[config.mk]
export PLATFORM = sky130hd
export DESIGN_NAME = random_key_generator_core
export DESIGN_NICKNAME = d
export VERILOG_FILES = /design/src/rkg_pkg.sv /design/src/rkg_ctrl.sv /design/src/rkg_datapath.sv /design/src/random_key_generator_core.sv
export VERILOG_INCLUDE_DIRS = /design/src /design/src/src
export SDC_FILE = /design/constraint.sdc
export NUM_CORES = 2
export LEC_CHECK = 0
export BUFFER_PORTS_ARGS = -buffer_cell sky130_fd_sc_hd__buf_4
export CAP_MARGIN = 10
export CORE_MARGIN = 4
export CORE_UTILIZATION = 25
export CTS_CLUSTER_DIAMETER = 50
export DETAILED_ROUTE_END_ITERATION = 16
export HOLD_SLACK_MARGIN = 0.1
export SYNTH_ARGS = -nofsm -noshare
export SYNTH_HDL_FRONTEND = slang
export SYNTH_HIERARCHICAL = 1
export SYNTH_SLANG_ARGS = --single-unit
[constraint.sdc]
create_clock -name clk -period 25 [get_ports clk]
set_clock_uncertainty 0.15 [all_clocks]
set_input_delay 2.5 -clock clk [delete_from_list [all_inputs] [get_ports clk]]
set_output_delay 2.5 -clock clk [all_outputs]
set_load 0.05 [all_outputs]
[src/random_key_generator_core_defines.svh]
// assertion macros for the random key generator core
`ifndef RANDOM_KEY_GENERATOR_CORE_DEFINES_SVH
`define RANDOM_KEY_GENERATOR_CORE_DEFINES_SVH

// implication checked on the same edge, off during reset
`define RKG_ASSERT(lbl, prop, msg) \
  lbl: assert property (@(posedge clk) disable iff (!rst_n) prop) else $error(msg);

// consequent checked on the next edge, off during reset
`define RKG_ASSERT_NEXT(lbl, ante, cons, msg) \
  lbl: assert property (@(posedge clk) disable iff (!rst_n) (ante) |=> (cons)) else $error(msg);

`endif

[src/rkg_pkg.sv]
// shared constants and command types for the random key generator
`timescale 1ns / 1ps

package rkg_pkg;

  localparam int MAX_KEY_LENGTH = 16;
  localparam int CNT_W          = $clog2(MAX_KEY_LENGTH + 1);
  localparam int KEY_LEN_W      = 5;
  localparam int CFG_INDEX_W    = 2;

  localparam logic [63:0] LCG_MULTIPLIER = 64'd6364136223846793005;
  localparam logic [31:0] MOD36_MAGIC    = 32'd954437177;

  localparam logic KIND_RESEED = 1'b0;
  localparam logic KIND_KEY    = 1'b1;

  localparam logic [CFG_INDEX_W-1:0] REG_SEED_STATE    = 2'd0;
  localparam logic [CFG_INDEX_W-1:0] REG_SEED_SEQUENCE = 2'd1;

  localparam logic [1:0] MUL_LO_LO = 2'd0;
  localparam logic [1:0] MUL_LO_HI = 2'd1;
  localparam logic [1:0] MUL_HI_LO = 2'd2;
  localparam logic [1:0] MUL_DIV   = 2'd3;

  typedef struct packed {
    logic       seed_init;
    logic       seed_add;
    logic [1:0] mul_sel;
    logic       word_load;
    logic       acc_load;
    logic       acc_add;
    logic       state_upd;
    logic       emit;
    logic       last;
  } rkg_cmd_t;

  typedef struct packed {
    logic out_busy;
  } rkg_status_t;

endpackage

[src/rkg_ctrl.sv]
// sequencer for reseed and key character generation
`timescale 1ns / 1ps

module rkg_ctrl (
  input  logic                        clk,
  input  logic                        rst_n,
  input  logic                        in_valid,
  output logic                        in_ready,
  input  logic                        in_kind,
  input  logic [rkg_pkg::KEY_LEN_W-1:0] in_key_length,
  input  rkg_pkg::rkg_status_t        status,
  output rkg_pkg::rkg_cmd_t           cmd
);
  import rkg_pkg::*;

  localparam logic [2:0] ST_IDLE  = 3'd0;
  localparam logic [2:0] ST_SEED0 = 3'd1;
  localparam logic [2:0] ST_MUL0  = 3'd2;
  localparam logic [2:0] ST_MUL1  = 3'd3;
  localparam logic [2:0] ST_MUL2  = 3'd4;
  localparam logic [2:0] ST_DIV   = 3'd5;
  localparam logic [2:0] ST_FIN   = 3'd6;
  localparam logic [2:0] ST_SEED1 = 3'd7;

  logic [2:0]       state_r, state_nxt;
  logic             mode_r, mode_nxt;
  logic             phase_r, phase_nxt;
  logic [CNT_W-1:0] cnt_r, cnt_nxt;

  assign in_ready = (state_r == ST_IDLE);

  always_comb begin
    state_nxt = state_r;
    mode_nxt  = mode_r;
    phase_nxt = phase_r;
    cnt_nxt   = cnt_r;
    cmd       = '0;
    case (state_r)
      ST_IDLE: begin
        if (in_valid) begin
          mode_nxt = in_kind;
          if (in_kind == KIND_RESEED) begin
            phase_nxt = 1'b0;
            state_nxt = ST_SEED0;
          end else begin
            if (int'(in_key_length) > MAX_KEY_LENGTH) begin
              cnt_nxt = CNT_W'(MAX_KEY_LENGTH);
            end else begin
              cnt_nxt = CNT_W'(in_key_length);
            end
            if (in_key_length != '0) begin
              state_nxt = ST_MUL0;
            end
          end
        end
      end
      ST_SEED0: begin
        cmd.seed_init = 1'b1;
        state_nxt     = ST_MUL0;
      end
      ST_MUL0: begin
        cmd.mul_sel   = MUL_LO_LO;
        cmd.word_load = 1'b1;
        state_nxt     = ST_MUL1;
      end
      ST_MUL1: begin
        cmd.mul_sel  = MUL_LO_HI;
        cmd.acc_load = 1'b1;
        state_nxt    = ST_MUL2;
      end
      ST_MUL2: begin
        cmd.mul_sel = MUL_HI_LO;
        cmd.acc_add = 1'b1;
        state_nxt   = ST_DIV;
      end
      ST_DIV: begin
        cmd.mul_sel = MUL_DIV;
        cmd.acc_add = 1'b1;
        state_nxt   = ST_FIN;
      end
      ST_FIN: begin
        // keep the mod 36 product stable while the beat waits
        cmd.mul_sel = MUL_DIV;
        if (mode_r == KIND_KEY) begin
          if (!status.out_busy) begin
            cmd.state_upd = 1'b1;
            cmd.emit      = 1'b1;
            cmd.last      = (cnt_r == CNT_W'(1));
            cnt_nxt       = cnt_r - CNT_W'(1);
            state_nxt     = (cnt_r == CNT_W'(1)) ? ST_IDLE : ST_MUL0;
          end
        end else begin
          cmd.state_upd = 1'b1;
          if (!phase_r) begin
            phase_nxt = 1'b1;
            state_nxt = ST_SEED1;
          end else begin
            state_nxt = ST_IDLE;
          end
        end
      end
      ST_SEED1: begin
        cmd.seed_add = 1'b1;
        state_nxt    = ST_MUL0;
      end
      default: begin
        state_nxt = ST_IDLE;
      end
    endcase
  end

  always_ff @(posedge clk) begin
    if (!rst_n) begin
      state_r <= ST_IDLE;
      mode_r  <= KIND_RESEED;
      phase_r <= 1'b0;
      cnt_r   <= '0;
    end else begin
      state_r <= state_nxt;
      mode_r  <= mode_nxt;
      phase_r <= phase_nxt;
      cnt_r   <= cnt_nxt;
    end
  end

endmodule

[src/rkg_datapath.sv]
// pcg32 state, shared 32x32 multiplier, mod-36 mapping and output register
`timescale 1ns / 1ps

module rkg_datapath (
  input  logic                            clk,
  input  logic                            rst_n,
  input  logic                            cfg_valid,
  output logic                            cfg_ready,
  input  logic [rkg_pkg::CFG_INDEX_W-1:0] cfg_index,
  input  logic [63:0]                     cfg_data,
  input  rkg_pkg::rkg_cmd_t               cmd,
  output rkg_pkg::rkg_status_t            status,
  output logic                            out_valid,
  input  logic                            out_ready,
  output logic [6:0]                      out_key_char,
  output logic [31:0]                     out_random_word,
  output logic                            out_last
);
  import rkg_pkg::*;

  logic [63:0] seed_state_r;
  logic [63:0] seed_seq_r;
  logic [63:0] state_r;
  logic [63:0] inc_r;
  logic [63:0] acc_r;
  logic [63:0] prod_r;
  logic [31:0] word_r;
  logic        out_valid_r;
  logic [6:0]  out_char_r;
  logic [31:0] out_word_r;
  logic        out_last_r;

  logic [31:0] mul_a;
  logic [31:0] mul_b;
  logic [31:0] mixed;
  logic [4:0]  rot;
  logic [31:0] word_nxt;
  logic [26:0] quot;
  logic [31:0] quot_x36;
  logic [5:0]  rem;
  logic [6:0]  char_nxt;

  assign cfg_ready = 1'b1;
  assign status.out_busy = out_valid_r & ~out_ready;

  // xsh rr output from the current state
  assign mixed    = 32'((state_r ^ (state_r >> 18)) >> 27);
  assign rot      = state_r[63:59];
  assign word_nxt = (mixed >> rot) | (mixed << (5'(~rot + 5'd1)));

  always_comb begin
    case (cmd.mul_sel)
      MUL_LO_LO: begin
        mul_a = state_r[31:0];
        mul_b = LCG_MULTIPLIER[31:0];
      end
      MUL_LO_HI: begin
        mul_a = state_r[31:0];
        mul_b = LCG_MULTIPLIER[63:32];
      end
      MUL_HI_LO: begin
        mul_a = state_r[63:32];
        mul_b = LCG_MULTIPLIER[31:0];
      end
      default: begin
        mul_a = {2'b00, word_r[31:2]};
        mul_b = MOD36_MAGIC;
      end
    endcase
  end

  // word / 36 = (word >> 2) / 9 by reciprocal
  assign quot     = prod_r[59:33];
  assign quot_x36 = {quot, 5'b0} + {3'b0, quot, 2'b0};
  assign rem      = 6'(word_r - quot_x36);
  assign char_nxt = (rem < 6'd10) ? (7'd48 + {1'b0, rem}) : (7'd55 + {1'b0, rem});

  always_ff @(posedge clk) begin
    prod_r <= {32'b0, mul_a} * {32'b0, mul_b};
    if (cmd.word_load) begin
      word_r <= word_nxt;
    end
    if (cmd.acc_load) begin
      acc_r <= prod_r;
    end else if (cmd.acc_add) begin
      acc_r <= acc_r + {prod_r[31:0], 32'b0};
    end
    if (cmd.emit) begin
      out_char_r <= char_nxt;
      out_word_r <= word_r;
      out_last_r <= cmd.last;
    end
  end

  always_ff @(posedge clk) begin
    if (!rst_n) begin
      seed_state_r <= '0;
      seed_seq_r   <= '0;
      state_r      <= '0;
      inc_r        <= '0;
      out_valid_r  <= 1'b0;
    end else begin
      if (cfg_valid && cfg_ready) begin
        case (cfg_index)
          REG_SEED_STATE:    seed_state_r <= cfg_data;
          REG_SEED_SEQUENCE: seed_seq_r   <= cfg_data;
          default: begin
          end
        endcase
      end
      if (cmd.seed_init) begin
        state_r <= '0;
        inc_r   <= {seed_seq_r[62:0], 1'b1};
      end else if (cmd.seed_add) begin
        state_r <= state_r + seed_state_r;
      end else if (cmd.state_upd) begin
        state_r <= acc_r + (inc_r | 64'd1);
      end
      if (cmd.emit) begin
        out_valid_r <= 1'b1;
      end else if (out_ready) begin
        out_valid_r <= 1'b0;
      end
    end
  end

  assign out_valid       = out_valid_r;
  assign out_key_char    = out_char_r;
  assign out_random_word = out_word_r;
  assign out_last        = out_last_r;

endmodule

[src/random_key_generator_core.sv]
// top level of the pcg32 xsh rr random key generator
//
//  channel | direction | beat contents
//  in      | input     | in_kind, in_key_length
//  out     | output    | out_key_char, out_random_word, out_last
//  cfg     | input     | cfg_index, cfg_data (always ready)
//
// for each key character, three 32x32 partial products of the lcg
// multiply and one reciprocal product for mod 36 share a single multiplier
// a reseed: seed init, update, seed add, update; a zero length key is dropped
// a new input beat is taken only when the previous item is finished
// a character waits in its last cycle while the output register is still full
// synchronous active low reset clears state, increment and config registers
`timescale 1ns / 1ps
`include "random_key_generator_core_defines.svh"

module random_key_generator_core (
  input  logic                            clk,
  input  logic                            rst_n,
  input  logic                            in_valid,
  output logic                            in_ready,
  input  logic                            in_kind,
  input  logic [rkg_pkg::KEY_LEN_W-1:0]   in_key_length,
  output logic                            out_valid,
  input  logic                            out_ready,
  output logic [6:0]                      out_key_char,
  output logic [31:0]                     out_random_word,
  output logic                            out_last,
  input  logic                            cfg_valid,
  output logic                            cfg_ready,
  input  logic [rkg_pkg::CFG_INDEX_W-1:0] cfg_index,
  input  logic [63:0]                     cfg_data
);
  import rkg_pkg::*;

  rkg_cmd_t    cmd;
  rkg_status_t status;

  rkg_ctrl u_ctrl (
    .clk           (clk),
    .rst_n         (rst_n),
    .in_valid      (in_valid),
    .in_ready      (in_ready),
    .in_kind       (in_kind),
    .in_key_length (in_key_length),
    .status        (status),
    .cmd           (cmd)
  );

  rkg_datapath u_datapath (
    .clk             (clk),
    .rst_n           (rst_n),
    .cfg_valid       (cfg_valid),
    .cfg_ready       (cfg_ready),
    .cfg_index       (cfg_index),
    .cfg_data        (cfg_data),
    .cmd             (cmd),
    .status          (status),
    .out_valid       (out_valid),
    .out_ready       (out_ready),
    .out_key_char    (out_key_char),
    .out_random_word (out_random_word),
    .out_last        (out_last)
  );

  `RKG_ASSERT(a_emit_slot_free, cmd.emit |-> !(out_valid && !out_ready), "beat overwritten")
  `RKG_ASSERT(a_cmd_exclusive, $onehot0({cmd.seed_init, cmd.seed_add, cmd.state_upd, cmd.acc_load}), "command clash")
  `RKG_ASSERT_NEXT(a_last_idle, cmd.emit && cmd.last, in_ready, "not idle after last beat")
  `RKG_ASSERT_NEXT(a_zero_len_idle, in_valid && in_ready && (in_kind == KIND_KEY) && (in_key_length == '0), in_ready, "zero length key not dropped")

endmodule
==> impl_results.html <==
<table>
<tr><th>Metric</th><th>Value</th></tr>
<tr><th colspan="2">Place</th></tr>
<tr><td>Placed wire-length estimate</td><td>199,500 um</td></tr>
<tr><td>Number of buffers inserted by port buffering</td><td>approximately 120</td></tr>
<tr><td>Gpl congestion</td><td>1.013</td></tr>
<tr><th colspan="2">Clock network</th></tr>
<tr><td>Source-to-sink clock delay at the later pin of the worst-skew pair</td><td>roughly 0.65 ns</td></tr>
<tr><td>Number of clock buffers inserted by TritonCTS</td><td>70</td></tr>
<tr><td>Clock Tree Root</td><td>sky130_fd_sc_hd__clkbuf_16</td></tr>
<tr><td>CTS H-tree depth</td><td>3</td></tr>
<tr><td>Number of sinks on the clock net</td><td>465</td></tr>
<tr><td>Clock transition time at the flip-flop clock pins of the worst setup and hold paths</td><td>~0.060 ns</td></tr>
<tr><td>Cts hold-fix bufs</td><td>0</td></tr>
<tr><td>Post-CTS Setup Inserts</td><td>0</td></tr>
<tr><td>TritonCTS clock tree</td><td>yes</td></tr>
<tr><td>Max clock buf depth</td><td>3</td></tr>
<tr><td>Post-CTS resize count</td><td>0</td></tr>
<tr><th colspan="2">Final layout</th></tr>
<tr><td>Most frequent standard cell in the layout excluding fill and tap cells</td><td>sky130_fd_sc_hd__inv_1</td></tr>
<tr><td>Signed area change from the synthesized netlist to the final layout</td><td>12.18%</td></tr>
<tr><td>Fill count</td><td>roughly 23,000</td></tr>
<tr><td>Fraction of final layout cells with drive strength greater than 1</td><td>0.06907</td></tr>
<tr><td>Post-route core utilization</td><td>0.2831</td></tr>
<tr><td>Nets</td><td>around 7,600</td></tr>
<tr><td>Most frequent cells in the layout</td><td>sky130_fd_sc_hd__inv_1 (947), sky130_fd_sc_hd__nand2_1 (688), sky130_fd_sc_hd__fa_1 (610), sky130_fd_sc_hd__ha_1 (598), sky130_fd_sc_hd__a21oi_1 (402)</td></tr>
<tr><th colspan="2">Power</th></tr>
<tr><td>Switching portion of total power</td><td>0.4200</td></tr>
<tr><td>Portion of total power attributed to the clock network</td><td>0.277</td></tr>
<tr><td>Static leakage power</td><td>approximately 29 nW</td></tr>
<tr><td>Worst supply voltage drop on vdd</td><td>0.05256 mV</td></tr>
<tr><td>Net switching power figure</td><td>between 0.001 and 0.0015 W</td></tr>
<tr><td>Fraction of power consumed by sequential logic</td><td>0.270</td></tr>
<tr><td>Total power divided by cell area</td><td>slightly below 60 mW/mm^2</td></tr>
<tr><td>Combinational share of power</td><td>0.452</td></tr>
<tr><td>Internal power summed over all cells</td><td>between 0.002 and 0.0025 W</td></tr>
<tr><th colspan="2">Route</th></tr>
<tr><td>Ratio of routed vias to standard cells</td><td>around 5.0</td></tr>
<tr><td>DRC errors left</td><td>0</td></tr>
<tr><td>Pre-Repair DR Iteration Count</td><td>5</td></tr>
<tr><td>Total Wirelength</td><td>approximately 240,000 um</td></tr>
<tr><td>Post-route ant nets</td><td>0</td></tr>
<tr><td>Detailed-route wire length per cell</td><td>~26 um</td></tr>
<tr><td>Iteration-0 DRC count of the detailed router</td><td>around 4,500</td></tr>
<tr><td>Vias after detailed routing</td><td>~47,000</td></tr>
<tr><th colspan="2">Critical path</th></tr>
<tr><td>Total buffers and inverters traversed by the critical path</td><td>7</td></tr>
<tr><td>Highest cell delay on the worst timing path</td><td>around 0.70 ns</td></tr>
<tr><td>CP max-delay cell</td><td>sky130_fd_sc_hd__dfxtp_1</td></tr>
<tr><td>Type of destination of the critical path</td><td>flop</td></tr>
<tr><td>Reg-to-Reg Start</td><td>u_ctrl/state_r[2]</td></tr>
<tr><td>Critical Path Source Type</td><td>flop</td></tr>
<tr><td>Top cell family by delay on the critical path</td><td>adder cells</td></tr>
<tr><td>Maximum net fanout on the critical path</td><td>46</td></tr>
<tr><td>CP Data Required Time</td><td>between 20 and 30 ns</td></tr>
<tr><td>Cell with the most instances on the worst path</td><td>sky130_fd_sc_hd__fa_1</td></tr>
<tr><td>Worst Setup Path Type</td><td>flop to flop</td></tr>
<tr><td>Crit path DAT</td><td>between 10 and 15 ns</td></tr>
<tr><td>Crit path launch</td><td>u_ctrl/state_r[2]</td></tr>
<tr><th colspan="2">STA</th></tr>
<tr><td>Max-Slew Margin vs Limit</td><td>0.1820</td></tr>
<tr><td>Fmax</td><td>roughly 89 MHz</td></tr>
<tr><td>Final critical path time including I/O delays and setup</td><td>approximately 11 ns</td></tr>
<tr><td>Unrepaired setup endpoints after global routing</td><td>false</td></tr>
<tr><td>Setup Total Neg Slack</td><td>0 ns</td></tr>
<tr><td>Slew at the pin closest to its max-slew limit</td><td>roughly 1.2 ns</td></tr>
<tr><td>Final Hold Fails</td><td>0</td></tr>
<tr><td>Final setup violation count</td><td>0</td></tr>
<tr><td>Number of pins with negative max-slew slack in the final report</td><td>0</td></tr>
<tr><td>Final worst-path cycle share</td><td>0.4488</td></tr>
<tr><th colspan="2">Global route</th></tr>
<tr><td>Overall global routing resource usage</td><td>0.2008</td></tr>
<tr><td>Initial antenna violation count</td><td>13</td></tr>
<tr><td>First-pass GRT wire length</td><td>approximately 330,000 um</td></tr>
<tr><td>Maximum number of pins on one net before global-route repair</td><td>approximately 120</td></tr>
<tr><td>Aggregate global routing overflow</td><td>0</td></tr>
<tr><td>Vias in the first global route</td><td>between 40,000 and 50,000</td></tr>
<tr><th colspan="2">Hold path</th></tr>
<tr><td>Kind of path behind the tightest hold check</td><td>flop to flop</td></tr>
<tr><td>Start point of the worst hold path</td><td>u_datapath/seed_seq_r[29]</td></tr>
<tr><th colspan="2">Synth</th></tr>
<tr><td>Sequential-to-total area share from yosys stat</td><td>0.1939</td></tr>
<tr><td>Number of enable flip-flop cells after synthesis</td><td>about 140</td></tr>
<tr><td>Synth top area share</td><td>0.2219</td></tr>
<tr><td>Proportion of synthesized flip-flops having asynchronous set or reset</td><td>0</td></tr>
<tr><td>Post-synthesis sequential element count</td><td>465</td></tr>
<tr><td>Flip-flop cell with the highest count after synthesis</td><td>sky130_fd_sc_hd__dfxtp_1</td></tr>
<tr><td>Post-synthesis average cell area</td><td>8.777 um^2</td></tr>
<tr><td>Post-synth top area cell</td><td>sky130_fd_sc_hd__fa_1</td></tr>
<tr><td>Count of cell types in the netlist</td><td>99</td></tr>
<tr><td>Post-Synthesis Cells</td><td>between 6,000 and 7,000</td></tr>
<tr><td>Ys Warns</td><td>6</td></tr>
<tr><td>Top post-synthesis cells by area</td><td>sky130_fd_sc_hd__fa_1 (22%), sky130_fd_sc_hd__ha_1 (14%), sky130_fd_sc_hd__dfxtp_1 (12%), sky130_fd_sc_hd__edfxtp_1 (7.4%), sky130_fd_sc_hd__inv_1 (6.5%)</td></tr>
<tr><td>Post-Synthesis Cell Area</td><td>roughly 0.055 mm^2</td></tr>
<tr><th colspan="2">Die</th></tr>
<tr><td>Die footprint</td><td>0.2277 mm^2</td></tr>
<tr><td>Core region area</td><td>approximately 0.22 mm^2</td></tr>
<tr><td>Chip height</td><td>about 480 um</td></tr>
<tr><td>Initial standard-cell utilization of the core</td><td>0.2524</td></tr>
<tr><td>Num rows</td><td>roughly 170</td></tr>
<tr><td>Die X-Extent</td><td>approximately 480 um</td></tr>
<tr><td>Top-level port count</td><td>120</td></tr>
<tr><th colspan="2">Outcome</th></tr>
<tr><td>Result of the run</td><td>complete, no violations</td></tr>
<tr><th colspan="2">Flow run</th></tr>
<tr><td>Max-cap viol count</td><td>0</td></tr>
</table>
[state kept, by name, indices dropped and copies added, names as in the netlist, 3 cells and up]
name and cells:
u_datapath/inc_r 63, u_datapath/acc_r 64, u_datapath/out_random_word 32, u_ctrl/cnt_r 5, u_datapath/out_key_char 7, u_datapath/prod_r 64, u_datapath/seed_seq_r 63, u_datapath/seed_state_r 64
u_ctrl/state_r 3, u_datapath/state_r 64, u_datapath/word_r 32
[Yosys cell counts (104+ instances only)]
cell type,number
sky130_fd_sc_hd__a21o_1,154
sky130_fd_sc_hd__clkbuf_1,246
sky130_fd_sc_hd__xnor2_1,142
sky130_fd_sc_hd__xor2_1,104
sky130_fd_sc_hd__o21ai_0,252
sky130_fd_sc_hd__nand2_1,688
sky130_fd_sc_hd__a21oi_1,408
sky130_fd_sc_hd__ha_1,598
sky130_fd_sc_hd__inv_1,948
sky130_fd_sc_hd__mux2i_1,124
sky130_fd_sc_hd__nor2b_1,154
sky130_fd_sc_hd__a21boi_0,131
sky130_fd_sc_hd__edfxtp_1,136
sky130_fd_sc_hd__nor2_1,354
sky130_fd_sc_hd__fa_1,610
sky130_fd_sc_hd__dfxtp_1,329
sky130_fd_sc_hd__a211oi_1,105
[tightest hold or removal path, stage by stage (launching register included)]
cell and delay, ns:
sky130_fd_sc_hd__dfxtp_1 0.31, sky130_fd_sc_hd__nand2_1 0.05, sky130_fd_sc_hd__a21boi_0 0.06
[area by class of cell]
cell class	instances	area, um^2	share of cell area
multi-input combinational	4590	39880	0.6461
sequential	465	10670	0.1729
clock inverter	36	370.4	0.006001
timing repair buffer	218	1655	0.02682
inverter	956	3591	0.05818
antenna	8	20.02	0.0003244
tap	2854	3571	0.05786
clock buffer	91	1964	0.03183
[per-layer routing]
metal  part of all wire  vias to the layer above  GRT usage
met5            0.00012                        -          0
met3              0.066                      412    0.03184
met1               0.43                    23370     0.2663
met2               0.45                     1843     0.3179
met4              0.055                        4    0.09767
li1                   -                    20920          -
[metrics by stage]
| stage | hold slack (ns) | setup slack, ns | power [W] | instances | instance area [um^2] |
|---|---|---|---|---|---|
| floorplan | 0.2744 | 15.59 | 0.001976 | 6301 | 55140 |
| global placement | 0.3017 | 13.49 | 0.002553 | 9079 | 59300 |
| detailed placement | 0.3099 | 13.93 | 0.002564 | 9083 | 59370 |
| CTS | 0.3181 | 13.90 | 0.003568 | 9210 | 61700 |
| global route | 0.3340 | 13.20 | 0.003757 | 9210 | 61700 |
| finish | 0.3169 | 13.78 | 0.003555 | 9218 | 61720 |
[path summary, 6_finish.rpt]
| check | to | slack (ns) | cells after the start |
|---|---|---|---|
| min | u_datapath/seed_seq_r[29] | 0.32 | 2 |
| min reg2reg | u_datapath/seed_seq_r[29] | 0.32 | 2 |
| max | u_datapath/prod_r[61] | 13.78 | 33 |
| max reg2reg | u_datapath/prod_r[61] | 13.78 | 33 |
[power by group through the flow]
| stage | logic [W] | registers, W | clock network (W) |
|---|---|---|---|
| finish | 0.00161 | 0.000961 | 0.000986 |
| CTS | 0.00160 | 0.000958 | 0.00101 |
| global route | 0.00176 | 0.000961 | 0.00104 |
| detailed placement | 0.00159 | 0.000974 | 0 |
| global placement | 0.00158 | 0.000974 | 0 |
| floorplan | 0.00107 | 0.000908 | 0 |
[logic make-up after synthesis]
family | after synthesis | share of synthesized area
mux | 160 | 0.03218
xor+xnor | 246 | 0.03916
buf+inv | 1246 | 0.08541
simple gates | 1565 | 0.1304
flops | 465 | 0.1939
other cells | 2 | 0.0001365
fa+ha+maj | 1208 | 0.3579
compound gates | 1377 | 0.1609
(Power assumes the default switching activity.)
